**config.mk**
```make
export PLATFORM = sky130hd
export DESIGN_NAME = bep_ram
export DESIGN_NICKNAME = d
export VERILOG_FILES = /design/src/sv/bep_ram.sv
export SDC_FILE = /design/constraint.sdc
export NUM_CORES = 2
export LEC_CHECK = 0
export BUFFER_PORTS_ARGS = -buffer_cell sky130_fd_sc_hd__buf_2
export CAP_MARGIN = 0
export CORE_UTILIZATION = 60
export DETAILED_ROUTE_END_ITERATION = 6
export PLACE_DENSITY = 0.81
export SYNTH_ARGS = -nofsm -noshare
export SYNTH_HDL_FRONTEND = slang
export SYNTH_SLANG_ARGS = --single-unit
```
**constraint.sdc**
```tcl
create_clock -name clk -period 4.9 [get_ports clk]
set_input_delay 0.245 -clock clk [delete_from_list [all_inputs] [get_ports clk]]
set_output_delay 0.245 -clock clk [all_outputs]
set_load 0.005 [all_outputs]
```
**src/sv/bep_ram.sv**
```systemverilog
`timescale 1ns / 1ps
// bep_ram: generic single-write, single-read memory with registered read data
// depends on nothing
module bep_ram #(
    parameter int WIDTH = 4,
    parameter int DEPTH = 1024
) (
    input  logic                     clk,
    input  logic                     we,
    input  logic [$clog2(DEPTH)-1:0] waddr,
    input  logic [WIDTH-1:0]         wdata,
    input  logic                     re,
    input  logic [$clog2(DEPTH)-1:0] raddr,
    output logic [WIDTH-1:0]         rdata
);

    logic [WIDTH-1:0] mem [DEPTH];

    always_ff @(posedge clk)
    begin
        if (we)
            mem[waddr] <= wdata;
        if (re)
            rdata <= mem[raddr];
    end

endmodule

```
**Word level (Yosys, flattened, before mapping)**

Memories as Yosys holds them, arrays and structs flattened. A register that Yosys moved wholly into a read port is not among the register bits.
Cells that the tools add are included.
Widths: inputs -> output; s select.

- $add $sub $neg: 0
- Multiply operators: 0
- Divide/modulo/power cells: 0
- Order comparisons: 0
- Equal/unequal tests: 0
- Shift-type cells: 0
- Multiplexer cells: 2
- Bitwise gates (word level): 0
- Reductions and logical operators: 0

Operators by type and width:

| cell | number |
|---|---|
| $mux 1 | 2 |

- Register bits after elaboration: 0
- Bits in latches: 0
- RAM bits: 4,096
- Memory bits (read-only): 0
- Input port bits: 27
- Output and inout port bits: 4
- Word-level logic and storage cells: 3
- Memories: 1

Memory list:

| name | depth | bits a word | read ports | clocked after Yosys merged registers in | write ports | line | RTL |
|---|---|---|---|---|---|---|---|
| mem | 1,024 | 4 | 1 | 1 | 1 | 17 | `logic [WIDTH-1:0] mem [DEPTH];` |

**Logic depth before layout (Yosys ltp)**

- Depth after elaboration: 2
- Mapped depth: 17
- Mapped depth without buffers: 8

**Worst setup path before layout**

Ideal clock, no wire load.

- Path kind: in2reg
- Start: input raddr[0]
- End: register rdata[2] (read register of mem) (data pin)
- Library setup time: 0.268 ns
- Arrival time: 2.697 ns
- Data required time: 4.632 ns
- Slack: 1.934 ns
- Stages: 12
- Path buffers: 5
- Path through: buf_6 > buf_6 > buf_6 > buf_4 > buf_2 > mux4_2 > a22oi_1 > a21oi_1 > nor4_1 > a211oi_1 > o41ai_1 > nand4_1

RTL lines:

| element | line | RTL |
|---|---|---|
| start: declaration | 13 | `input logic [$clog2(DEPTH)-1:0] raddr,` |
| end: declaration | 14 | `output logic [WIDTH-1:0] rdata` |

==> flow_summary.toml <==
[cts]
post_cts_buffers = 0
cts_hold_buf = 12
cts_tree = "yes"
clock_sinks = 4100
h-tree-depth = 5
root_buffer = "clkbuf_16"
path_clk_slew_ps = 60
post_cts_resized = 0
cts_buffer_depth = 4
worstSkewPairLatency_ps = 940
numCtsBuffers = 393

[yosys]
avgSynthCellArea_um2 = 19.56
synth_common_cells = "edfxtp_1 (4100), nor2_1 (1103), mux4_2 (875)"
syn_area_mm2 = 0.1621
synth_cell_types = 75
synth.area.top_cells = "edfxtp_1 (76%), mux4_2 (12%), mux2i_1 (2.8%)"
synth_top_area_cell = "edfxtp_1"
synth_top_cell_area_share = 0.7593
synthFlopType = "edfxtp_1"
ys_seq_area_frac = 0.7593
netlist_instances = 8290
yosys_register_bits = 4100
yosysMostFrequentCell = "edfxtp_1"
synth_fp_nets = 8317
synth_edf_count = 4100
synth-async-reset-ratio = 0
ys_warn_count = 0

[die]
rows = 190
ios = 31
die_width_um = 521.8
die-area_mm2 = 0.2723
placeableCoreArea_mm2 = 0.2684
initial_core_util = 0.6041
die_height_um = 521.8

[grt]
grt_overflow = 0
grt_pass1_wl_um = 643100
antenna_found_initial = 28
first_global_vias = 89400
grt_use_total = 0.3353
grt_max_degree = 224

[routing]
vias = 89410
first_pass_iters = 7
detail_route.wl_per_cell_um = 36.62
route.detailed.drc = 0
drt_iter0_drc = 15640
via_per_inst = 7.206
wl_um = 454400
ant_nets = 0

[run_status]
violations = "max-capacitance violations, max-slew violations"
outcome = "complete, but fails checks"

[setup_path]
crit_path_end_kind = "flip-flop"
reg2reg_setup_slack_ps = 1390
cp.required_ps = 5700
crit_path_top_delay_cell = "o41ai_1"
r2r_start = "mem[828][3]"
cp_common_cell = "nand4_1"
crit_family = "simple AND/OR/NAND/NOR gates"
crit_type = "input pin to flip-flop"
cp_cell_sequence = "buf_8 > nand2b_4 > buf_12 > buf_4 > o22ai_1 > nor3_1 > nor4_1 > nand4_1 > o41ai_1 > nand3_1 > nand4_1"
critPathMaxStageDelay_ps = 1150
cp_max_fo = 46
r2r_cells = 9
reg2reg_to = "rdata[3]"
cp-start-kind = "input pin"
cp_num_buf_inv = 3
worstPathArrival_ps = 4470

[power]
p_leak_nw = 56.04
ir_worst_vdd_mv = 0.3206
power.density_mw_per_mm2 = 401.3

[timing]
finClkSkew_ps = 74.59
whs_ps = 379.4
setup_viol = 0
tns_ps = 0
relSlewSlack = -0.02790
final_hold_viol_count = 0
slew_viol_final = 2
max_freq_mhz = 272.6
finalCriticalPeriod_ps = 3668
worst_pin_slew_ps = 1530
min_period_over_period = 0.7486
rsz0062_at_grt = "no"

[cells_and_area]
synthToLayoutAreaGrowth_pct = 11.29
final_util = 0.6723
nNetsFinal = 8520
layout-drive-gt1-share = 0.2158

[place]
routabilityCongestion = 0.9165
hpwl_um = 260700
portBuffers = 30

[min_path]
holdPathStages = 5
hold_path_end = "rdata[0]"
hold_class = "input pin to flip-flop"
hp-start = "raddr[9]"

[flow_run]
max_cap_violations = 1
cells in the final DEF (no fill, tap or decap), drive strengths merged, types with 9 or more instances in the layout:
cell type / count
edfxtp: 4100
nor2: 1103
mux4: 875
clkbuf: 475
mux2i: 461
buf: 387
clkinv: 172
o221ai: 168
nand2: 166
a21oi: 129
nor3: 100
o22ai: 89
a22oi: 80
o21ai: 68
nand3: 62
diode: 44
bufinv: 37
a221oi: 29
mux2: 23
nor4: 21
inv: 19
clkinvlp: 17
nor2b: 15
a211oi: 13
and3: 12
nand4: 12
dlygate4sd3: 12
nand2b: 12
a22o: 11
a31oi: 11
a2111oi: 10
or2: 10
o2111ai: 9
and2: 9
cell type report:
class                   count  area [um^2]
multi-input cells        3593        36250
well taps                3552         4444
clock buffers             475        10180
flip-flops and latches   4100       123100
fillers                 15430        87940
diodes                     44        110.1
repair buffers            399         3973
clock inverters           239         2332
inverters                   6        33.78
state kept, by name, indices dropped and copies added, names as in the netlist:
register,flops
mem,4096
rdata,4
layer usage:
layer	share of wire	global-route usage	wire length, um	vias up
li1	-	-	-	34330
met3	0.15	0.09876	66010	1760
met4	0.069	0.2058	31440	16
met5	0.00031	0	143	-
met2	0.47	0.5171	214000	8194
met1	0.31	0.4235	142800	45110
tightest hold or removal path: cells and delay by family:
| kind | cells | cell delay, ps |
|---|---|---|
| AND/OR/NAND/NOR | 2 | 170 |
| buffers and inverters | 2 | 550 |
| AO/OA/AOI/OAI | 1 | 160 |
power breakdown:
part	internal (W)	total [W]	switching, W
sequential	0.0386	0.0386	0.0000214
clock	0.0168	0.0300	0.0132
combinational	0.00125	0.00375	0.00250
total	0.0567	0.0724	0.0157
worst max-delay path by stage:
| stage | start | endpoint | slack [ps] | depth (start not counted) |
|---|---|---|---|---|
| floorplan | raddr[0] | rdata[2] | 1930 | 12 |
| global placement | raddr[0] | rdata[2] | 530 | 10 |
| detailed placement | raddr[0] | rdata[0] | 560 | 10 |
| CTS | raddr[6] | rdata[1] | 1440 | 10 |
| global route | raddr[0] | rdata[0] | 1180 | 10 |
| finish | raddr[1] | rdata[0] | 1230 | 11 |
through the flow:
| stage | worst slack, ps | total power, W | instances | instance area [um^2] |
|---|---|---|---|---|
| 5_1_grt | 1177 | 0.07364 | 12370 | 180400 |
| 4_1_cts | 1436 | 0.07227 | 12360 | 180300 |
| 3_3_place_gp | 526.7 | 0.04284 | 11640 | 167700 |
| 2_1_floorplan | 1934 | 0.04125 | 8290 | 162100 |
| 6_report | 1232 | 0.07242 | 12410 | 180500 |
| 3_5_place_dp | 556.1 | 0.04294 | 11640 | 167700 |
cell families after synthesis:
family / Yosys count / synth area share
compound gates: 674 / 0.02959
mux: 1359 / 0.1516
simple gates: 1560 / 0.03985
flops: 4100 / 0.7593
buf+inv: 597 / 0.01962
(Power assumes the default switching activity.)
