<file path="src/sv/bep_pkg.sv">
`timescale 1ns / 1ps
// bep_pkg: constants, register codes, stage structs and helpers of the erosion pass
// depends on nothing; used by the interfaces and every module of the block but bep_ram
package bep_pkg;

    // frame and window limits
    localparam int MAX_WIDTH    = 1024;
    localparam int MAX_RADIUS   = 7;
    localparam int HEIGHT_LIMIT = 4096;

    // field widths
    localparam int PIX_W     = 8;
    localparam int RAD_W     = 3;
    localparam int FWIDTH_W  = 11;
    localparam int FHEIGHT_W = 13;
    localparam int COL_W     = $clog2(MAX_WIDTH);
    localparam int ROW_W     = 12;
    localparam int CLR_W     = COL_W + 1;

    // saturating run counters
    localparam int RUN_CAP = 2 * MAX_RADIUS + 1;
    localparam int RUN_W   = $clog2(RUN_CAP + 1);

    localparam logic [PIX_W-1:0] GRAY_MAX = PIX_W'(255);

    // configuration port
    localparam int CFG_IDX_W  = 2;
    localparam int CFG_DATA_W = 13;

    typedef enum logic [CFG_IDX_W-1:0] {
        REG_WINDOW_RADIUS    = 2'd0,
        REG_FOREGROUND_VALUE = 2'd1,
        REG_FRAME_WIDTH      = 2'd2,
        REG_FRAME_HEIGHT     = 2'd3
    } bep_reg_idx_t;

    // effective (clamped) configuration
    typedef struct packed {
        logic [RAD_W-1:0]     radius;
        logic [RUN_W-1:0]     need;
        logic [RUN_W-1:0]     diam;
        logic [PIX_W-1:0]     fg;
        logic [FWIDTH_W-1:0]  width;
        logic [FHEIGHT_W-1:0] height;
    } bep_cfg_t;

    // item as it leaves the position stage
    typedef struct packed {
        logic [PIX_W-1:0] pixel_value;
        logic [COL_W-1:0] col;
        logic             col_zero;
        logic             row_zero;
        logic             emit;
        logic             last;
        logic [COL_W-1:0] out_column;
        logic [ROW_W-1:0] out_row;
    } bep_s0_t;

    // run memory write request
    typedef struct packed {
        logic             en;
        logic [COL_W-1:0] addr;
        logic [RUN_W-1:0] data;
    } bep_wr_t;

    function automatic logic [RUN_W-1:0] inc_sat(input logic [RUN_W-1:0] v);
        logic [RUN_W-1:0] r;
        if (v >= RUN_W'(RUN_CAP))
            r = RUN_W'(RUN_CAP);
        else
            r = v + RUN_W'(1);
        return r;
    endfunction

endpackage

</file>
<file path="src/sv/bep_if.sv">


interface bep_cfg_if;
    logic                           valid;
    logic                           ready;
    logic [bep_pkg::CFG_IDX_W-1:0]  index;
    logic [bep_pkg::CFG_DATA_W-1:0] data;

    modport source (output valid, output index, output data, input ready);
    modport sink   (input valid, input index, input data, output ready);
endinterface

</file>
<file path="src/sv/bep_cfg_regs.sv">
`timescale 1ns / 1ps
// bep_cfg_regs: configuration registers and their clamped working values
// depends on bep_pkg and bep_cfg_if
module bep_cfg_regs (
    input  logic              clk,
    input  logic              rst_n,
    bep_cfg_if.sink           cfg,
    output bep_pkg::bep_cfg_t cfg_eff
);

    logic [bep_pkg::RAD_W-1:0]     radius_reg;
    logic [bep_pkg::PIX_W-1:0]     fg_reg;
    logic [bep_pkg::FWIDTH_W-1:0]  width_reg;
    logic [bep_pkg::FHEIGHT_W-1:0] height_reg;
    logic [bep_pkg::RAD_W-1:0]     radius_c;

    assign cfg.ready = 1'b1;

    always_ff @(posedge clk or negedge rst_n)
    begin
        if (!rst_n)
        begin
            radius_reg <= bep_pkg::RAD_W'(1);
            fg_reg     <= bep_pkg::PIX_W'(255);
            width_reg  <= bep_pkg::FWIDTH_W'(640);
            height_reg <= bep_pkg::FHEIGHT_W'(480);
        end
        else if (cfg.valid)
        begin
            unique case (bep_pkg::bep_reg_idx_t'(cfg.index))
                bep_pkg::REG_WINDOW_RADIUS:
                    radius_reg <= cfg.data[bep_pkg::RAD_W-1:0];
                bep_pkg::REG_FOREGROUND_VALUE:
                    fg_reg <= cfg.data[bep_pkg::PIX_W-1:0];
                bep_pkg::REG_FRAME_WIDTH:
                    width_reg <= cfg.data[bep_pkg::FWIDTH_W-1:0];
                bep_pkg::REG_FRAME_HEIGHT:
                    height_reg <= cfg.data[bep_pkg::FHEIGHT_W-1:0];
                default:
                    ;
            endcase
        end
    end

    always_comb
    begin
        if (radius_reg > bep_pkg::RAD_W'(bep_pkg::MAX_RADIUS))
            radius_c = bep_pkg::RAD_W'(bep_pkg::MAX_RADIUS);
        else
            radius_c = radius_reg;

        cfg_eff.radius = radius_c;
        cfg_eff.diam   = bep_pkg::RUN_W'({radius_c, 1'b0});
        cfg_eff.need   = bep_pkg::RUN_W'({radius_c, 1'b1});
        cfg_eff.fg     = fg_reg;

        // zero counts as one, oversize counts as the limit
        if (width_reg == '0)
            cfg_eff.width = bep_pkg::FWIDTH_W'(1);
        else if (width_reg > bep_pkg::FWIDTH_W'(bep_pkg::MAX_WIDTH))
            cfg_eff.width = bep_pkg::FWIDTH_W'(bep_pkg::MAX_WIDTH);
        else
            cfg_eff.width = width_reg;

        if (height_reg == '0)
            cfg_eff.height = bep_pkg::FHEIGHT_W'(1);
        else if (height_reg > bep_pkg::FHEIGHT_W'(bep_pkg::HEIGHT_LIMIT))
            cfg_eff.height = bep_pkg::FHEIGHT_W'(bep_pkg::HEIGHT_LIMIT);
        else
            cfg_eff.height = height_reg;
    end

endmodule

</file>
<file path="src/flat_wrapper.sv">
// flat-port wrapper written by rule: the top's interface ports become plain ports
module bep_cfg_regs_flat 
  (clk, rst_n, cfg_eff, cfg_valid, cfg_index, cfg_data, cfg_ready);
  bep_cfg_if cfg_i ();
  input  logic clk;
  input  logic rst_n;
  output bep_pkg::bep_cfg_t cfg_eff;
  input wire logic [$bits(cfg_i.valid)-1:0] cfg_valid;
  input wire logic [$bits(cfg_i.index)-1:0] cfg_index;
  input wire logic [$bits(cfg_i.data)-1:0] cfg_data;
  output wire logic [$bits(cfg_i.ready)-1:0] cfg_ready;
  assign cfg_i.valid = cfg_valid;
  assign cfg_i.index = cfg_index;
  assign cfg_i.data = cfg_data;
  assign cfg_ready = cfg_i.ready;
  bep_cfg_regs u_core (.clk(clk), .rst_n(rst_n), .cfg(cfg_i), .cfg_eff(cfg_eff));
endmodule
</file>
<file path="config.mk">
export PLATFORM = sky130hd
export DESIGN_NAME = bep_cfg_regs_flat
export DESIGN_NICKNAME = d
export VERILOG_FILES = /design/src/sv/bep_pkg.sv /design/src/sv/bep_if.sv /design/src/sv/bep_cfg_regs.sv /design/src/flat_wrapper.sv
export SDC_FILE = /design/constraint.sdc
export NUM_CORES = 1
export LEC_CHECK = 0
export CAP_MARGIN = 40
export CORE_ASPECT_RATIO = 0.75
export CORE_MARGIN = 5
export CORE_UTILIZATION = 44
export DETAILED_ROUTE_END_ITERATION = 10
export DONT_BUFFER_PORTS = 1
export SLEW_MARGIN = 20
export SYNTH_ARGS = -nofsm -noshare
export SYNTH_HDL_FRONTEND = slang
export SYNTH_SLANG_ARGS = --single-unit
</file>
<file path="constraint.sdc">
create_clock -name clk -period 0.89 [get_ports clk]
set_input_delay 0.1335 -clock clk [delete_from_list [all_inputs] [get_ports clk]]
set_output_delay 0.1335 -clock clk [all_outputs]
set_load 0.01 [all_outputs]
</file>
Word-level counts from Yosys, hierarchy flattened
Cells that the tools add are included.
{"block": "op_classes", "n_lt_le_gt_ge": 3, "n_eq_ne": 3, "muxes": 5, "reduce_logical": 7}
{"operator": "13-bit two-way mux", "count": 2}
{"operator": "11-bit two-way mux", "count": 2}
{"operator": "13-bit greater-than comparator (second input constant)", "count": 1}
{"operator": "13-bit zero test", "count": 1}
{"operator": "11-bit greater-than comparator (second input constant)", "count": 1}
{"operator": "11-bit zero test", "count": 1}
{"operator": "2-bit AND reduction", "count": 4}
{"operator": "2-bit equality test (second input constant)", "count": 2}
{"operator": "3-bit greater-than comparator (second input constant)", "count": 1}
{"operator": "3-bit two-way mux", "count": 1}
{"operator": "2-bit by 1-bit equality test with 1-bit output (second input constant)", "count": 1}
{"operator": "2-bit zero test", "count": 1}
{"block": "word_totals", "register_bits": 35, "word_cells": 22}

Logic depth before layout (Yosys ltp)
{"block": "logic_depth", "ltp_word": 3, "mapped_depth": 3}

Worst setup path before layout
OpenSTA, ideal clock, no wires.
{"block": "synth_path", "kind": "register to output", "start": "reg u_core.height_reg[12] (netlist bit)", "end": "out cfg_eff[0] (netlist bit)", "arrival_ns": 0.901, "t_required_ns": 0.757, "setup_slack_ns": -0.144, "path_stages_with_launch": 3, "n_path_buf": 0, "cell_sequence": "dfrtp_1 > nor4_1 > a32o_1"}
{"item": "from (decl)", "line_no": "bep_cfg_regs.sv:14", "source": "logic [bep_pkg::FHEIGHT_W-1:0] height_reg;"}
{"item": "from (signal assigned)", "line_no": "bep_cfg_regs.sv:26", "source": "height_reg <= bep_pkg::FHEIGHT_W'(480);"}
{"item": "from (signal assigned)", "line_no": "bep_cfg_regs.sv:38", "source": "height_reg <= cfg.data[bep_pkg::FHEIGHT_W-1:0];"}
{"item": "to (decl)", "line_no": "flat_wrapper.sv:7", "source": "output bep_pkg::bep_cfg_t cfg_eff;"}

==> impl_metrics.py <==
metrics = {
    "sta": {
        "postLayoutSetupSlackWorst_ps": -440,
        "finalWorstPathRequiredPeriod_ps": 1330,
        "maxClockFrequency_mhz": 752,
        "worst_clock_skew_ps": 0,
        "finalHoldViolCount": 35,
        "unrepaired_setup_endpoints_after_global_routing": "true",
        "timing.final.setup_violations": 48,
        "post_route_fraction_of_the_period_consumed_by_the_critical_path": 1.49,
        "totalNegativeSetupSlack_ps": -9540,
        "slew_violations": 0,
        "hold_ws_ps": -465,
    },
    "drt": {
        "drc": 0,
        "drt_iter0_drc": 39,
        "firstDrtPassIters": 4,
        "antenna_violating_nets_post_route": 0,
        "routed_wire_per_std_cell_um": 18.5,
        "top_layer": "met4",
        "num_vias": 1070,
        "met2_length_mm": 1.93,
        "routed-wl-met3_um": 295,
        "met1_layer_wirelength_in_the_final_routing_mm": 1.70,
        "drt-total-wl_mm": 3.96,
        "via_per_inst": 5.00,
    },
    "synth": {
        "synth.yosys.warnings": 0,
        "seq_area_frac_synth": 0.554,
        "synth.cell_area_mm2": 0.00162,
        "postSynthAreaPerCell_um2": 13.0,
        "netlist_instances": 124,
        "ys_types": 15,
        "synth.ff_latch_count": 35,
    },
    "status": {
        "status": "finished with violations",
        "failing_checks": "negative hold slack, negative setup slack",
    },
    "critical_path": {
        "critical_path.endpoint_type": "output port",
        "largest_incremental_delay_on_the_critical_path_ps": 570,
        "critical_path_class": "reg2out",
        "cp-start-kind": "flop",
        "critPathRequiredTime_ps": 760,
        "master_of_the_slowest_instance_on_the_critical_path": "sky130_fd_sc_hd__dfstp_2",
        "worst-endpoint-arrival_ps": 1200,
        "critical_path.max_fanout": 2,
        "crit_path_cell_trace": "nor4_4 -> a32o_2",
    },
    "finish": {
        "finalNonFillerCells": 214,
        "drive_above_1_share": 0.727,
        "largest_register_ffs": 13,
        "num-fill-cells": 260,
        "final_net_count": 178,
        "areaGrowthSynthToFinish_pct": 49.8,
    },
    "power": {
        "power.total_mw": 5.22,
        "power.density_mw_per_mm2": 2160,
        "total_leakage_power_nw": 1.09,
        "max-vdd-ir-drop_mv": 1.41,
    },
    "place": {
        "io_buffer_count": 0,
        "dpl_worst_slack_ps": -176,
        "hpwl_mm": 2.64,
        "gp_congestion": 0.773,
        "dp.cells": 185,
    },
    "worst_hold_path": {
        "hold_class": "in2async",
    },
    "run": {
        "timing.max_cap.violations": 0,
    },
    "cts": {
        "clock_sink_count": 35,
        "clk_transition_reported_paths_ps": 70,
        "cts-buffers-inserted": 5,
        "clock_tree.root_cell": "sky130_fd_sc_hd__clkbuf_8",
        "clockBufferDepth": 2,
        "clock_tree_from_tritoncts": "built",
        "clock_insertion_delay_at_the_later_pin_of_the_skew_report_ps": 280,
        "cts_htree_levels": 2,
    },
    "grt": {
        "first_global_vias": 1209,
        "global_route.usage.total": 0.167,
        "globalRoute.totalOverflow": 0,
        "pin_count_of_the_biggest_net_entering_global_routing": 36,
        "grt_pass1_wl_mm": 6.42,
        "grt_antenna_before_repair": 1,
    },
    "die": {
        "dieArea_mm2": 0.00500,
        "die_width_um": 80.0,
        "fp.coreArea_mm2": 0.00359,
        "num_io_pins": 62,
        "die_height_um": 62.5,
        "floorplan.rows": 19,
        "floorplan.initialDensity": 0.450,
    },
}
## layout by cell type, fill, tap and decap left out
master,synthesis,layout
sky130_fd_sc_hd__nor4_1,5,1
sky130_fd_sc_hd__nand3b_1,2,2
sky130_fd_sc_hd__clkbuf_8,0,5
sky130_fd_sc_hd__dfrtp_1,20,19
sky130_fd_sc_hd__nor3b_2,0,1
sky130_fd_sc_hd__clkinv_2,0,1
sky130_fd_sc_hd__mux2_2,35,25
sky130_fd_sc_hd__dlygate4sd3_1,0,14
sky130_fd_sc_hd__diode_2,0,1
sky130_fd_sc_hd__nor4_2,0,3
sky130_fd_sc_hd__buf_8,0,1
sky130_fd_sc_hd__mux2_4,0,10
sky130_fd_sc_hd__buf_4,9,7
sky130_fd_sc_hd__dfstp_2,15,15
sky130_fd_sc_hd__clkinvlp_4,0,1
sky130_fd_sc_hd__buf_12,0,5
sky130_fd_sc_hd__clkbuf_1,7,1
sky130_fd_sc_hd__nand3_1,1,1
sky130_fd_sc_hd__buf_6,0,19
sky130_fd_sc_hd__conb_1,2,3
sky130_fd_sc_hd__nor2b_4,0,20
sky130_fd_sc_hd__nor2_1,1,1
sky130_fd_sc_hd__dfrtp_2,0,1
sky130_fd_sc_hd__a32o_2,0,2
sky130_fd_sc_hd__inv_1,2,2
sky130_fd_sc_hd__nor4_4,0,1
## layout make-up
type,instances,area [um^2],area share
well taps,52,65.1,0.0269
diodes,1,2.50,0.00103
clock inverters,2,12.5,0.00517
multi-input cells,70,842,0.348
repair buffers,46,522,0.216
inverters,2,7.51,0.00310
flip-flops and latches,35,896,0.370
clock buffers,6,72.6,0.0300
## worst max-delay path: cells and delay by family, from the launching register on
family	cells	cell delay (ps)
flops	1	570
compound gates	1	290
simple gates	1	50
## timing repair
action	CTS	global route
hold buffers	13	1
endpoints found under the hold margin	68	36
gates resized for setup	57	18
setup buffers	5	7
setup endpoints to repair	45	54
pin swaps	4	3
## final timing paths
| check | slack (ps) | startpoint | to | depth (start not counted) |
|---|---|---|---|---|
| hold reg to reg | 530 | u_core.width_reg[0] | u_core.width_reg[0] | 1 |
| setup reg to reg | -140 | u_core.height_reg[2] | u_core.height_reg[2] | 3 |
| max in group asynchronous | 1170 | rst_n | u_core.fg_reg[0] | 0 |
| setup / recovery | -440 | u_core.height_reg[5] | cfg_eff[0] | 2 |
| min in group clk | 20 | cfg_data[10] | u_core.height_reg[10] | 1 |
| hold / removal | -460 | rst_n | u_core.height_reg[3] | 0 |
## power breakdown
part / switching [mW] / internal, mW / total [mW]
logic: 0.676 / 1.12 / 1.80
registers: 0.311 / 2.00 / 2.31
clock network: 0.561 / 0.546 / 1.11
total: 1.55 / 3.67 / 5.22
## cell families (layout without fill, tap and decap cells)
| logic type | after synthesis | in the layout | share of synthesized area |
|---|---|---|---|
| flip-flops | 35 | 35 | 0.554 |
| multiplexers | 35 | 35 | 0.244 |
| AND/OR/NAND/NOR | 30 | 30 | 0.116 |
| AO/OA/AOI/OAI | 2 | 2 | 0.0124 |
| buffers and inverters | 20 | 56 | 0.0689 |
| other | 2 | 4 | 0.00465 |
## Yosys cell counts
| cell | n | area share |
|---|---|---|
| sky130_fd_sc_hd__mux2_2 | 35 | 0.24 |
| sky130_fd_sc_hd__dfrtp_1 | 20 | 0.31 |
| sky130_fd_sc_hd__nor2b_1 | 20 | 0.077 |
| sky130_fd_sc_hd__dfstp_2 | 15 | 0.24 |
| sky130_fd_sc_hd__buf_4 | 9 | 0.042 |
| sky130_fd_sc_hd__clkbuf_1 | 7 | 0.016 |
| sky130_fd_sc_hd__nor4_1 | 5 | 0.019 |
| sky130_fd_sc_hd__a32o_1 | 2 | 0.012 |
| sky130_fd_sc_hd__buf_2 | 2 | 0.0062 |
| sky130_fd_sc_hd__conb_1 | 2 | 0.0046 |
| sky130_fd_sc_hd__inv_1 | 2 | 0.0046 |
| sky130_fd_sc_hd__nand3b_1 | 2 | 0.0093 |
| sky130_fd_sc_hd__nand3_1 | 1 | 0.0031 |
| sky130_fd_sc_hd__nor2_1 | 1 | 0.0023 |
| sky130_fd_sc_hd__nor3b_1 | 1 | 0.0046 |
## metrics by stage
stage | utilization | area, um^2
2_1_floorplan | - | 1690
3_3_place_gp | 0.514 | 1850
3_5_place_dp | 0.514 | 1850
4_1_cts | 0.650 | 2330
5_1_grt | 0.674 | 2420
6_report | 0.674 | 2420
## layer usage
layer,global-route usage,vias up
li1,-,483
met1,0.212,546
met2,0.263,37
met3,0.0591,4
met4,0.0570,0
met5,0,-
No activity file was read; power rests on OpenSTA's default activity.
