## src/sv/bep_pkg.sv

```systemverilog
`timescale 1ns / 1ps
// bep_pkg: constants, register codes, stage structs and helpers of the erosion pass
// depends on nothing; used by the interfaces and every module of the block but bep_ram
package bep_pkg;

    // frame and window limits
    localparam int MAX_WIDTH    = 1024;
    localparam int MAX_RADIUS   = 7;
    localparam int HEIGHT_LIMIT = 4096;

    // field widths
    localparam int PIX_W     = 8;
    localparam int RAD_W     = 3;
    localparam int FWIDTH_W  = 11;
    localparam int FHEIGHT_W = 13;
    localparam int COL_W     = $clog2(MAX_WIDTH);
    localparam int ROW_W     = 12;
    localparam int CLR_W     = COL_W + 1;

    // saturating run counters
    localparam int RUN_CAP = 2 * MAX_RADIUS + 1;
    localparam int RUN_W   = $clog2(RUN_CAP + 1);

    localparam logic [PIX_W-1:0] GRAY_MAX = PIX_W'(255);

    // configuration port
    localparam int CFG_IDX_W  = 2;
    localparam int CFG_DATA_W = 13;

    typedef enum logic [CFG_IDX_W-1:0] {
        REG_WINDOW_RADIUS    = 2'd0,
        REG_FOREGROUND_VALUE = 2'd1,
        REG_FRAME_WIDTH      = 2'd2,
        REG_FRAME_HEIGHT     = 2'd3
    } bep_reg_idx_t;

    // effective (clamped) configuration
    typedef struct packed {
        logic [RAD_W-1:0]     radius;
        logic [RUN_W-1:0]     need;
        logic [RUN_W-1:0]     diam;
        logic [PIX_W-1:0]     fg;
        logic [FWIDTH_W-1:0]  width;
        logic [FHEIGHT_W-1:0] height;
    } bep_cfg_t;

    // item as it leaves the position stage
    typedef struct packed {
        logic [PIX_W-1:0] pixel_value;
        logic [COL_W-1:0] col;
        logic             col_zero;
        logic             row_zero;
        logic             emit;
        logic             last;
        logic [COL_W-1:0] out_column;
        logic [ROW_W-1:0] out_row;
    } bep_s0_t;

    // run memory write request
    typedef struct packed {
        logic             en;
        logic [COL_W-1:0] addr;
        logic [RUN_W-1:0] data;
    } bep_wr_t;

    function automatic logic [RUN_W-1:0] inc_sat(input logic [RUN_W-1:0] v);
        logic [RUN_W-1:0] r;
        if (v >= RUN_W'(RUN_CAP))
            r = RUN_W'(RUN_CAP);
        else
            r = v + RUN_W'(1);
        return r;
    endfunction

endpackage

```

## src/sv/bep_position.sv

```systemverilog
`timescale 1ns / 1ps
// bep_position: raster position tracking, run memory read address and reset clear sweep
// depends on bep_pkg
module bep_position (
    input  logic                      clk,
    input  logic                      rst_n,
    input  bep_pkg::bep_cfg_t         cfg_eff,
    input  logic                      accept,
    input  logic [bep_pkg::PIX_W-1:0] pixel_value,
    output bep_pkg::bep_s0_t          s0,
    output logic [bep_pkg::COL_W-1:0] rd_addr,
    output logic                      clearing,
    output logic [bep_pkg::COL_W-1:0] clr_addr
);

    logic [bep_pkg::COL_W-1:0]     col_pos_reg, col_pos_next;
    logic [bep_pkg::ROW_W-1:0]     row_pos_reg, row_pos_next;
    logic [bep_pkg::CLR_W-1:0]     clr_cnt_reg, clr_cnt_next;
    logic                          c_wrap;
    logic [bep_pkg::FHEIGHT_W-1:0] row_t;
    logic [bep_pkg::COL_W-1:0]     col_cur;
    logic [bep_pkg::ROW_W-1:0]     row_cur;
    logic [bep_pkg::FWIDTH_W-1:0]  col_inc;
    logic [bep_pkg::FHEIGHT_W-1:0] row_inc;

    always_comb
    begin
        // positions left over from a larger frame wrap first
        c_wrap  = bep_pkg::FWIDTH_W'(col_pos_reg) >= cfg_eff.width;
        row_t   = bep_pkg::FHEIGHT_W'(row_pos_reg) + bep_pkg::FHEIGHT_W'(c_wrap);
        col_cur = c_wrap ? '0 : col_pos_reg;
        row_cur = (row_t >= cfg_eff.height) ? '0 : row_t[bep_pkg::ROW_W-1:0];

        col_inc = bep_pkg::FWIDTH_W'(col_cur) + bep_pkg::FWIDTH_W'(1);
        row_inc = bep_pkg::FHEIGHT_W'(row_cur) + bep_pkg::FHEIGHT_W'(1);
        if (col_inc >= cfg_eff.width)
        begin
            col_pos_next = '0;
            row_pos_next = (row_inc >= cfg_eff.height) ? '0 : row_inc[bep_pkg::ROW_W-1:0];
        end
        else
        begin
            col_pos_next = col_inc[bep_pkg::COL_W-1:0];
            row_pos_next = row_cur;
        end

        s0.pixel_value = pixel_value;
        s0.col         = col_cur;
        s0.col_zero    = col_cur == '0;
        s0.row_zero    = row_cur == '0;
        s0.emit        = (col_cur >= bep_pkg::COL_W'(cfg_eff.diam))
                      && (row_cur >= bep_pkg::ROW_W'(cfg_eff.diam));
        s0.last        = (bep_pkg::FWIDTH_W'(col_cur) == cfg_eff.width - bep_pkg::FWIDTH_W'(1))
                      && (bep_pkg::FHEIGHT_W'(row_cur)
                          == cfg_eff.height - bep_pkg::FHEIGHT_W'(1));
        s0.out_column  = col_cur - bep_pkg::COL_W'(cfg_eff.radius);
        s0.out_row     = row_cur - bep_pkg::ROW_W'(cfg_eff.radius);

        rd_addr = col_cur;

        // zero-fill sweep of the run memory after reset
        clearing     = clr_cnt_reg != bep_pkg::CLR_W'(bep_pkg::MAX_WIDTH);
        clr_addr     = clr_cnt_reg[bep_pkg::COL_W-1:0];
        clr_cnt_next = clearing ? clr_cnt_reg + bep_pkg::CLR_W'(1) : clr_cnt_reg;
    end

    always_ff @(posedge clk or negedge rst_n)
    begin
        if (!rst_n)
        begin
            col_pos_reg <= '0;
            row_pos_reg <= '0;
            clr_cnt_reg <= '0;
        end
        else
        begin
            clr_cnt_reg <= clr_cnt_next;
            if (accept)
            begin
                col_pos_reg <= col_pos_next;
                row_pos_reg <= row_pos_next;
            end
        end
    end

endmodule

```

## config.mk

```make
export PLATFORM = sky130hd
export DESIGN_NAME = bep_position
export DESIGN_NICKNAME = d
export VERILOG_FILES = /design/src/sv/bep_pkg.sv /design/src/sv/bep_position.sv
export SDC_FILE = /design/constraint.sdc
export NUM_CORES = 1
export LEC_CHECK = 0
export ABC_AREA = 1
export BUFFER_PORTS_ARGS = -buffer_cell sky130_fd_sc_hd__clkbuf_2
export CAP_MARGIN = 15
export CELL_PAD_IN_SITES_DETAIL_PLACEMENT = 0
export CELL_PAD_IN_SITES_GLOBAL_PLACEMENT = 2
export CORE_ASPECT_RATIO = 1.4
export CORE_MARGIN = 4
export CORE_UTILIZATION = 28
export CTS_CLUSTER_SIZE = 12
export DETAILED_ROUTE_END_ITERATION = 12
export HOLD_SLACK_MARGIN = 0.06
export PLACE_DENSITY = 0.76
export SETUP_SLACK_MARGIN = 0.5
export SYNTH_ARGS = -nofsm -noshare
export SYNTH_HDL_FRONTEND = slang
export SYNTH_SLANG_ARGS = --single-unit
```

## constraint.sdc

```tcl
create_clock -name clk -period 7.2 [get_ports clk]
set_input_delay 1.44 -clock clk [delete_from_list [all_inputs] [get_ports clk]]
set_output_delay 1.44 -clock clk [all_outputs]
set_load 0.05 [all_outputs]
```

Yosys cells after proc, flatten, opt, wreduce, memory -nomap -nowiden:

Index checks and enable logic that the tools add are counted.

* bits of input ports: 54
* output and inout bits: 65
* bits in registers: 33
* word-level logic and storage cells: 29

* reductions and logical operators: 4
* order comparisons: 6
* mux-type cells: 5
* add/subtract/negate cells: 8
* equal/unequal tests: 3

Operators by type and width (count)
* 12-bit two-way mux: 3
* 13-bit >= comparator: 2
* 10-bit two-way mux: 2
* 12-bit by 1-bit adder with 13-bit output: 1
* 12-bit by 1-bit adder with 13-bit output (second input constant): 1
* 12-bit by 13-bit equality test with 1-bit output: 1
* 13-bit by 1-bit subtractor with 13-bit output (second input constant): 1
* 12-bit by 4-bit >= comparator with 1-bit output: 1
* 12-bit zero test: 1
* 12-bit by 3-bit subtractor with 12-bit output: 1
* 10-bit by 1-bit adder with 11-bit output (second input constant): 1
* 11-bit by 1-bit adder with 11-bit output (second input constant): 1
* 10-bit by 11-bit equality test with 1-bit output: 1
* 10-bit by 11-bit >= comparator with 1-bit output: 1
* 11-bit >= comparator: 1
* 11-bit inequality test (second input constant): 1
* 11-bit by 1-bit subtractor with 11-bit output (second input constant): 1
* 10-bit by 4-bit >= comparator with 1-bit output: 1
* 10-bit zero test: 1
* 10-bit by 3-bit subtractor with 10-bit output: 1
* 1-bit logical AND: 2

Logic depth before layout (Yosys ltp):

Gate-level depths: netlist of the first run.

* depth in word-level cells: 8
* mapped depth: 39
* mapped depth without buffers: 38

Least setup slack after synthesis of the first run:

Ideal clock, no wire load.

* kind: in2out
* start: input cfg_eff[22] in the netlist's numbering
* end: output s0[5] in the netlist's numbering
* setup slack: -0.690 ns
* stages on the path: 28
* required time: 5.760 ns
* buffers on the path: 1
* data arrival time: 6.450 ns
* cells stage by stage: inv_1 > ha_1 > inv_1 > nor3_1 > nand3_1 > nand3_2 > ha_1 > ha_1 > nand3_4 > nor2_8 > nand2_1 > nand2_1 > nand2_1 > ha_1 > nand2_1 > inv_2 > nand2_1 > nand2_1 > a21oi_4 > buf_6 > nand3_4 > inv_1 > ha_1 > nand2_1 > nor2_1 > a211oi_1 > nand2_1 > o21ai_0

RTL lines
* start, declared: line bep_position.sv:7 `input bep_pkg::bep_cfg_t cfg_eff,`
* end, declared: line bep_position.sv:10 `output bep_pkg::bep_s0_t s0,`

==> results of run 1 <==
-- power by group through the flow --
stage	Clock, mW	Combinational [mW]	Sequential, mW
finish	0.258	1.62	0.246
global route	0.268	1.75	0.251
CTS	0.262	1.58	0.246
detailed placement	0	1.43	0.247
global placement	0	1.43	0.247
floorplan	0	1.00	0.237
-- worst max-delay path: cells and delay by family --
| kind | cells | cell delay (ns) |
|---|---|---|
| adders and majority gates | 5 | 1.09 |
| and+or+nand+nor | 17 | 1.87 |
| AOI/OAI and AO/OA | 2 | 0.28 |
| buffers and inverters | 7 | 0.70 |
| xor gates and xnor gates | 1 | 0.20 |
-- worst paths after layout --
kind	start	to	slack (ns)	depth (start not counted)
max in group asynchronous	rst_n	row_pos_reg[3]$_DFFE_PN0P_	5.37	1
min in group asynchronous	rst_n	clr_cnt_reg[7]$_DFFE_PN0P_	1.28	1
max	cfg_eff[21]	s0[11]	0.18	32
min reg2reg	clr_cnt_reg[10]$_DFFE_PN0P_	clr_cnt_reg[10]$_DFFE_PN0P_	0.48	1
min	clr_cnt_reg[10]$_DFFE_PN0P_	clr_cnt_reg[10]$_DFFE_PN0P_	0.48	1
max reg2reg	col_pos_reg[7]$_DFFE_PN0P_	row_pos_reg[10]$_DFFE_PN0P_	1.37	38
-- synth_stat cells (all sizes together) --
| cell | n | area share |
|---|---|---|
| nor4b | 1 | 0.0016 |
| a21oi | 34 | 0.034 |
| nand2 | 197 | 0.14 |
| xor2 | 40 | 0.068 |
| nand3b | 6 | 0.0081 |
| fa | 2 | 0.0072 |
| nor4 | 2 | 0.0022 |
| nor3 | 12 | 0.011 |
| a31oi | 1 | 0.0011 |
| o21bai | 2 | 0.0027 |
| and2 | 9 | 0.010 |
| a211oi | 3 | 0.0049 |
| ha | 72 | 0.16 |
| inv | 138 | 0.093 |
| nor2 | 98 | 0.084 |
| o21ai | 29 | 0.026 |
| o21a | 2 | 0.0027 |
| nand3 | 65 | 0.077 |
| o31ai | 2 | 0.0027 |
| dfrtp | 33 | 0.15 |
| clkbuf | 2 | 0.0013 |
| xnor2 | 7 | 0.011 |
| o22ai | 4 | 0.0045 |
| buf | 32 | 0.044 |
| nand4 | 26 | 0.032 |
| clkinv | 3 | 0.0025 |
| a21boi | 2 | 0.0027 |
| or2 | 6 | 0.0067 |
| a22oi | 6 | 0.0081 |
-- kinds of logic (layout without fill, tap and decap cells) --
group,count (synthesis),count (layout),synth area share
DFF,33,33,0.1483
and+or+nand+nor,422,422,0.3737
xor gates and xnor gates,47,47,0.07865
buffers and inverters,175,344,0.1409
adders and majority gates,74,74,0.1690
AOI/OAI and AO/OA,85,85,0.08943
-- cell type report --
cell class	count	area [um^2]
Fill cell	2057	11220
Multi-Input combinational cell	628	4706
Timing Repair Buffer	195	1572
Sequential cell	33	825.8
Inverter	141	559.3
Tap cell	248	310.3
Clock buffer	7	142.6
Clock inverter	1	30.03
-- per-stage QoR --
stage	utilization	std cells	instance area (um^2)	total power [mW]	hold slack, ns
floorplan	-	836	5878	1.239	0.4457
global placement	0.3638	1208	7047	1.676	0.4685
detailed placement	0.3638	1208	7047	1.675	0.4689
CTS	0.4078	1243	7899	2.090	0.4760
global route	0.4205	1253	8145	2.265	0.4965
finish	0.4205	1253	8145	2.124	0.4773
-- routing by layer --
metal	GRT usage	share of wire	up-vias
met5	0	0	-
met2	0.3589	0.58	81
met1	0.1943	0.39	2646
li1	-	-	3011
met4	0.06306	0.022	0
met3	0.01101	0.016	26
-- repair_timing --
action,CTS,global route
buffers inserted,27,10
endpoints found under the setup margin,19,26
pin swaps,65,27
hold endpoints to repair,0,0
hold buffers,0,0
resized for setup,95,55
==> results.toml, run 1 <==
[yosys]
avgSynthCellArea_um2 = 6.660
synth_nets = 964
synth_area_mm2 = 0.005568
synth-seq-area-share = 0.1483
ys_types = 50
netlist_instances = 836
ys.warnings.count = 0
ys_ff_latch = 33

[critical_path]
crit_slowest_cell = "ha_4"
crit_type = "input pin to output port"
end_kind = "output port"
crit_top_cell = "ha_4"
critical-path-max-stage-delay_ns = 0.29
cp_max_fo = 4
arrival_ns = 5.58
critPathRequiredTime_ns = 5.76
cp-start-kind = "input pin"

[power_and_ir_drop]
p_clk_frac = 0.121
power.density_mw_per_mm2 = 260.8
p_int_mw = 0.9769
pwr-share-comb = 0.763
seqPwrFrac = 0.116
switchingPower_mw = 1.147
p_leak_nw = 4.142
ir_drop_uv = 189.5
swShare = 0.5401

[cells_and_area]
layout_common_cells = "164 x nand2_1, 108 x inv_1, 85 x buf_4"
antennaDiodeCount = 0
drive_above_1_share = 0.3731
nets = 1132
areaGrowthSynthToFinish_pct = 46.29
final_common_cell = "nand2_1"
largest_reg_flops = 12

[clock_network]
cts_tree = "built"
cts_buffer_depth = 2
insertion_delay_ns = 0.28
clkTransAtPathRegs_ns = 0.05
htree_levels = 2
clkSinkCount = 33
cts-buffers-inserted = 5
cts-root-buf = "clkbuf_16"

[timing]
fin_ws_ns = 0.1773
tightest_slew_ns = 0.8953
grt_setup_unrepaired = "true"
timing.final.max_slew_violations = 0
final-hold-violation-count = 0
finalCriticalPeriod_ns = 7.023
final-setup-viol-count = 0
fin_worst_skew_ns = 0.006564
tns_ns = 0
timing.final.crit_share = 0.9754
fmax_mhz = 142.4
relSlewSlack = 0.4031

[drt]
drc = 0
wirelength_um = 19710
viasPerCell = 4.600
vias = 5764
antenna_left = 0
drt_iter0_drc = 212
firstDrtPassIters = 5
wl_per_cell_um = 15.73

[die]
die_h_um = 174.9
die_area_mm2 = 0.02224
rows = 60
die_w_um = 127.2
io_pins = 119
start_util = 0.2875
coreArea_mm2 = 0.01937

[global_routing]
grt_pass1_wl_um = 31320
grt_start_max_net_pins = 34
grt_pass1_vias = 6078
grt_remaining_overflow = 0
grt_usage = 0.1796
antenna_found_initial = 0

[job]
max_cap_violations = 0

[hold_path]
min_path_type = "register to register"

[place]
gp_congestion = 0.8567
io_buffers = 90
dp_slack_ns = -0.1717
hpwl_um = 16780

[outcome]
status = "completed"
Note: power is estimated with default switching activity, not from simulation.
==> run 2: changes to the inputs <==
==> constraint.sdc (replaced) <==
create_clock -name clk -period 7.2 [get_ports clk]
set_input_delay 1.44 -clock clk [delete_from_list [all_inputs] [get_ports clk]]
set_output_delay 1.44 -clock clk [all_outputs]
set_load 0.02 [all_outputs]
==> run 2 against run 1 <==
Against the previous run:
- clock power hardly changed
- final area is 3.0% lower
- maximum frequency is 1.1% higher
- count of clock-buffer cells in the layout stayed put
- final cell count is 0.80% lower
- sequential power hardly changed
- power is 16% lower
==> results.toml, run 2 (synthesis results as in run 1) <==
[hold_path]
min_path_type = "register to register"

[place]
place_area_mm2 = 0.006888
gp_congestion = 0.8101
hpwl_um = 16670
io_buffers = 90

[power_and_ir_drop]
p_leak_nw = 4.032
power.density_mw_per_mm2 = 225.4
p_total_mw = 1.780
ir_drop_uv = 115.7

[clock_network]
cts_buffer_depth = 2
clkSinkCount = 33
cts-root-buf = "clkbuf_16"
cts_tree = "built"
cts-buffers-inserted = 5
cts_hold_buf = 0
insertion_delay_ns = 0.29
htree_levels = 2
clkTransAtPathRegs_ns = 0.05

[cells_and_area]
nets = 1122
drive_above_1_share = 0.3558
antennaDiodeCount = 0
stdcell_area_mm2 = 0.007898
final_common_cell = "nand2_1"
largest_reg_flops = 12
areaGrowthSynthToFinish_pct = 41.84
n_fill_cell = 2091
layout_common_cells = "169 x nand2_1, 108 x inv_1, 82 x buf_4"

[timing]
fin_worst_skew_ns = 0.005499
relSlewSlack = 0.3928
fmax_mhz = 143.9
timing.final.max_slew_violations = 0
finalCriticalPeriod_ns = 6.949
timing.final.crit_share = 0.9651
final-hold-violation-count = 0
whs_ns = 0.4845
grt_setup_unrepaired = "true"
tightest_slew_ns = 0.9109
final-setup-viol-count = 0

[drt]
wirelength_um = 19580
antenna_left = 0
wl_per_cell_um = 15.75
drt_iter0_drc = 160
drc = 0
viasPerCell = 4.534
vias = 5636
firstDrtPassIters = 4

[global_routing]
grt_remaining_overflow = 0
antenna_found_initial = 0
grt_start_max_net_pins = 34
grt_pass1_wl_um = 31330
grt_pass1_vias = 5970
grt_usage = 0.1793

[critical_path]
crit_type = "input pin to output port"
critical-path-max-stage-delay_ns = 0.29
end_kind = "output port"
critPathRequiredTime_ns = 5.76
cp_max_fo = 4
crit_top_cell = "ha_4"
crit_slowest_cell = "ha_4"
cp-start-kind = "input pin"
arrival_ns = 5.51

[outcome]
status = "completed"

[die]
coreArea_mm2 = 0.01937
die_w_um = 127.2
rows = 60
start_util = 0.2875
io_pins = 119
die_area_mm2 = 0.02224
die_h_um = 174.9

[job]
max_cap_violations = 0
-- run 2: cell count changes in the layout (fill, tap and decap cells not counted), sizes merged --
| cell | change |
|---|---|
| buf | -13 |
| clkbuf | +3 |
-- run 2: metal layers --
layer,wire length (um),part of all wire,global-route usage,up-vias
met5,0,0,0,-
met4,467,0.024,0.04785,0
met3,371,0.019,0.01223,19
met2,11130,0.57,0.3648,65
met1,7615,0.39,0.1940,2571
li1,-,-,-,2981
-- run 2: final cells by class --
cell class / instances / area (um^2) / share of cell area
inverter: 141 / 561.8 / 0.07113
multi-input combinational: 628 / 4656 / 0.5895
sequential: 33 / 825.8 / 0.1046
clock buffer: 7 / 142.6 / 0.01806
timing repair buffer: 185 / 1371 / 0.1736
tap: 248 / 310.3 / 0.03929
clock inverter: 1 / 30.03 / 0.003802
-- run 2: where the power goes --
part	switching, mW	internal [mW]
Clock	0.0845	0.173
Sequential	0.0399	0.209
Combinational	0.747	0.527
Total	0.872	0.909
-- run 2: repair_timing --
action | in CTS | in global routing
pin swaps | 48 | 20
resized for setup | 96 | 64
endpoints found under the setup margin | 20 | 26
buffers inserted | 16 | 4
endpoints found under the hold margin | 0 | 0
-- run 2: worst max-delay path: cells and delay by family --
| kind | cells | cell delay [ns] |
|---|---|---|
| AO/OA/AOI/OAI | 1 | 0.18 |
| XOR/XNOR | 1 | 0.16 |
| adder cells (fa/ha/maj) | 5 | 1.10 |
| buffers and inverters | 12 | 1.21 |
| AND/OR/NAND/NOR | 16 | 1.39 |
-- run 2: final timing paths --
path | start | slack (ns) | endpoint | cells after the start
min in group asynchronous | rst_n | 1.28 | clr_cnt_reg[4]$_DFFE_PN0P_ | 1
min | clr_cnt_reg[10]$_DFFE_PN0P_ | 0.48 | clr_cnt_reg[10]$_DFFE_PN0P_ | 1
max | cfg_eff[19] | 0.25 | s0[8] | 35
max reg2reg | col_pos_reg[7]$_DFFE_PN0P_ | 1.48 | row_pos_reg[10]$_DFFE_PN0P_ | 36
max in group asynchronous | rst_n | 5.35 | row_pos_reg[2]$_DFFE_PN0P_ | 1
min reg2reg | clr_cnt_reg[10]$_DFFE_PN0P_ | 0.48 | clr_cnt_reg[10]$_DFFE_PN0P_ | 1
-- run 2: stage by stage --
stage | util | TNS (ns) | std cells | worst slack (ns)
finish | 0.4078 | 0 | 1243 | 0.2513
global route | 0.4078 | 0 | 1243 | 0.0007279
CTS | 0.3936 | 0 | 1239 | 0.1686
detailed placement | 0.3556 | -1.052 | 1215 | -0.2414
global placement | 0.3556 | -0.6043 | 1215 | -0.1877
floorplan | - | 0 | 836 | 0.1556
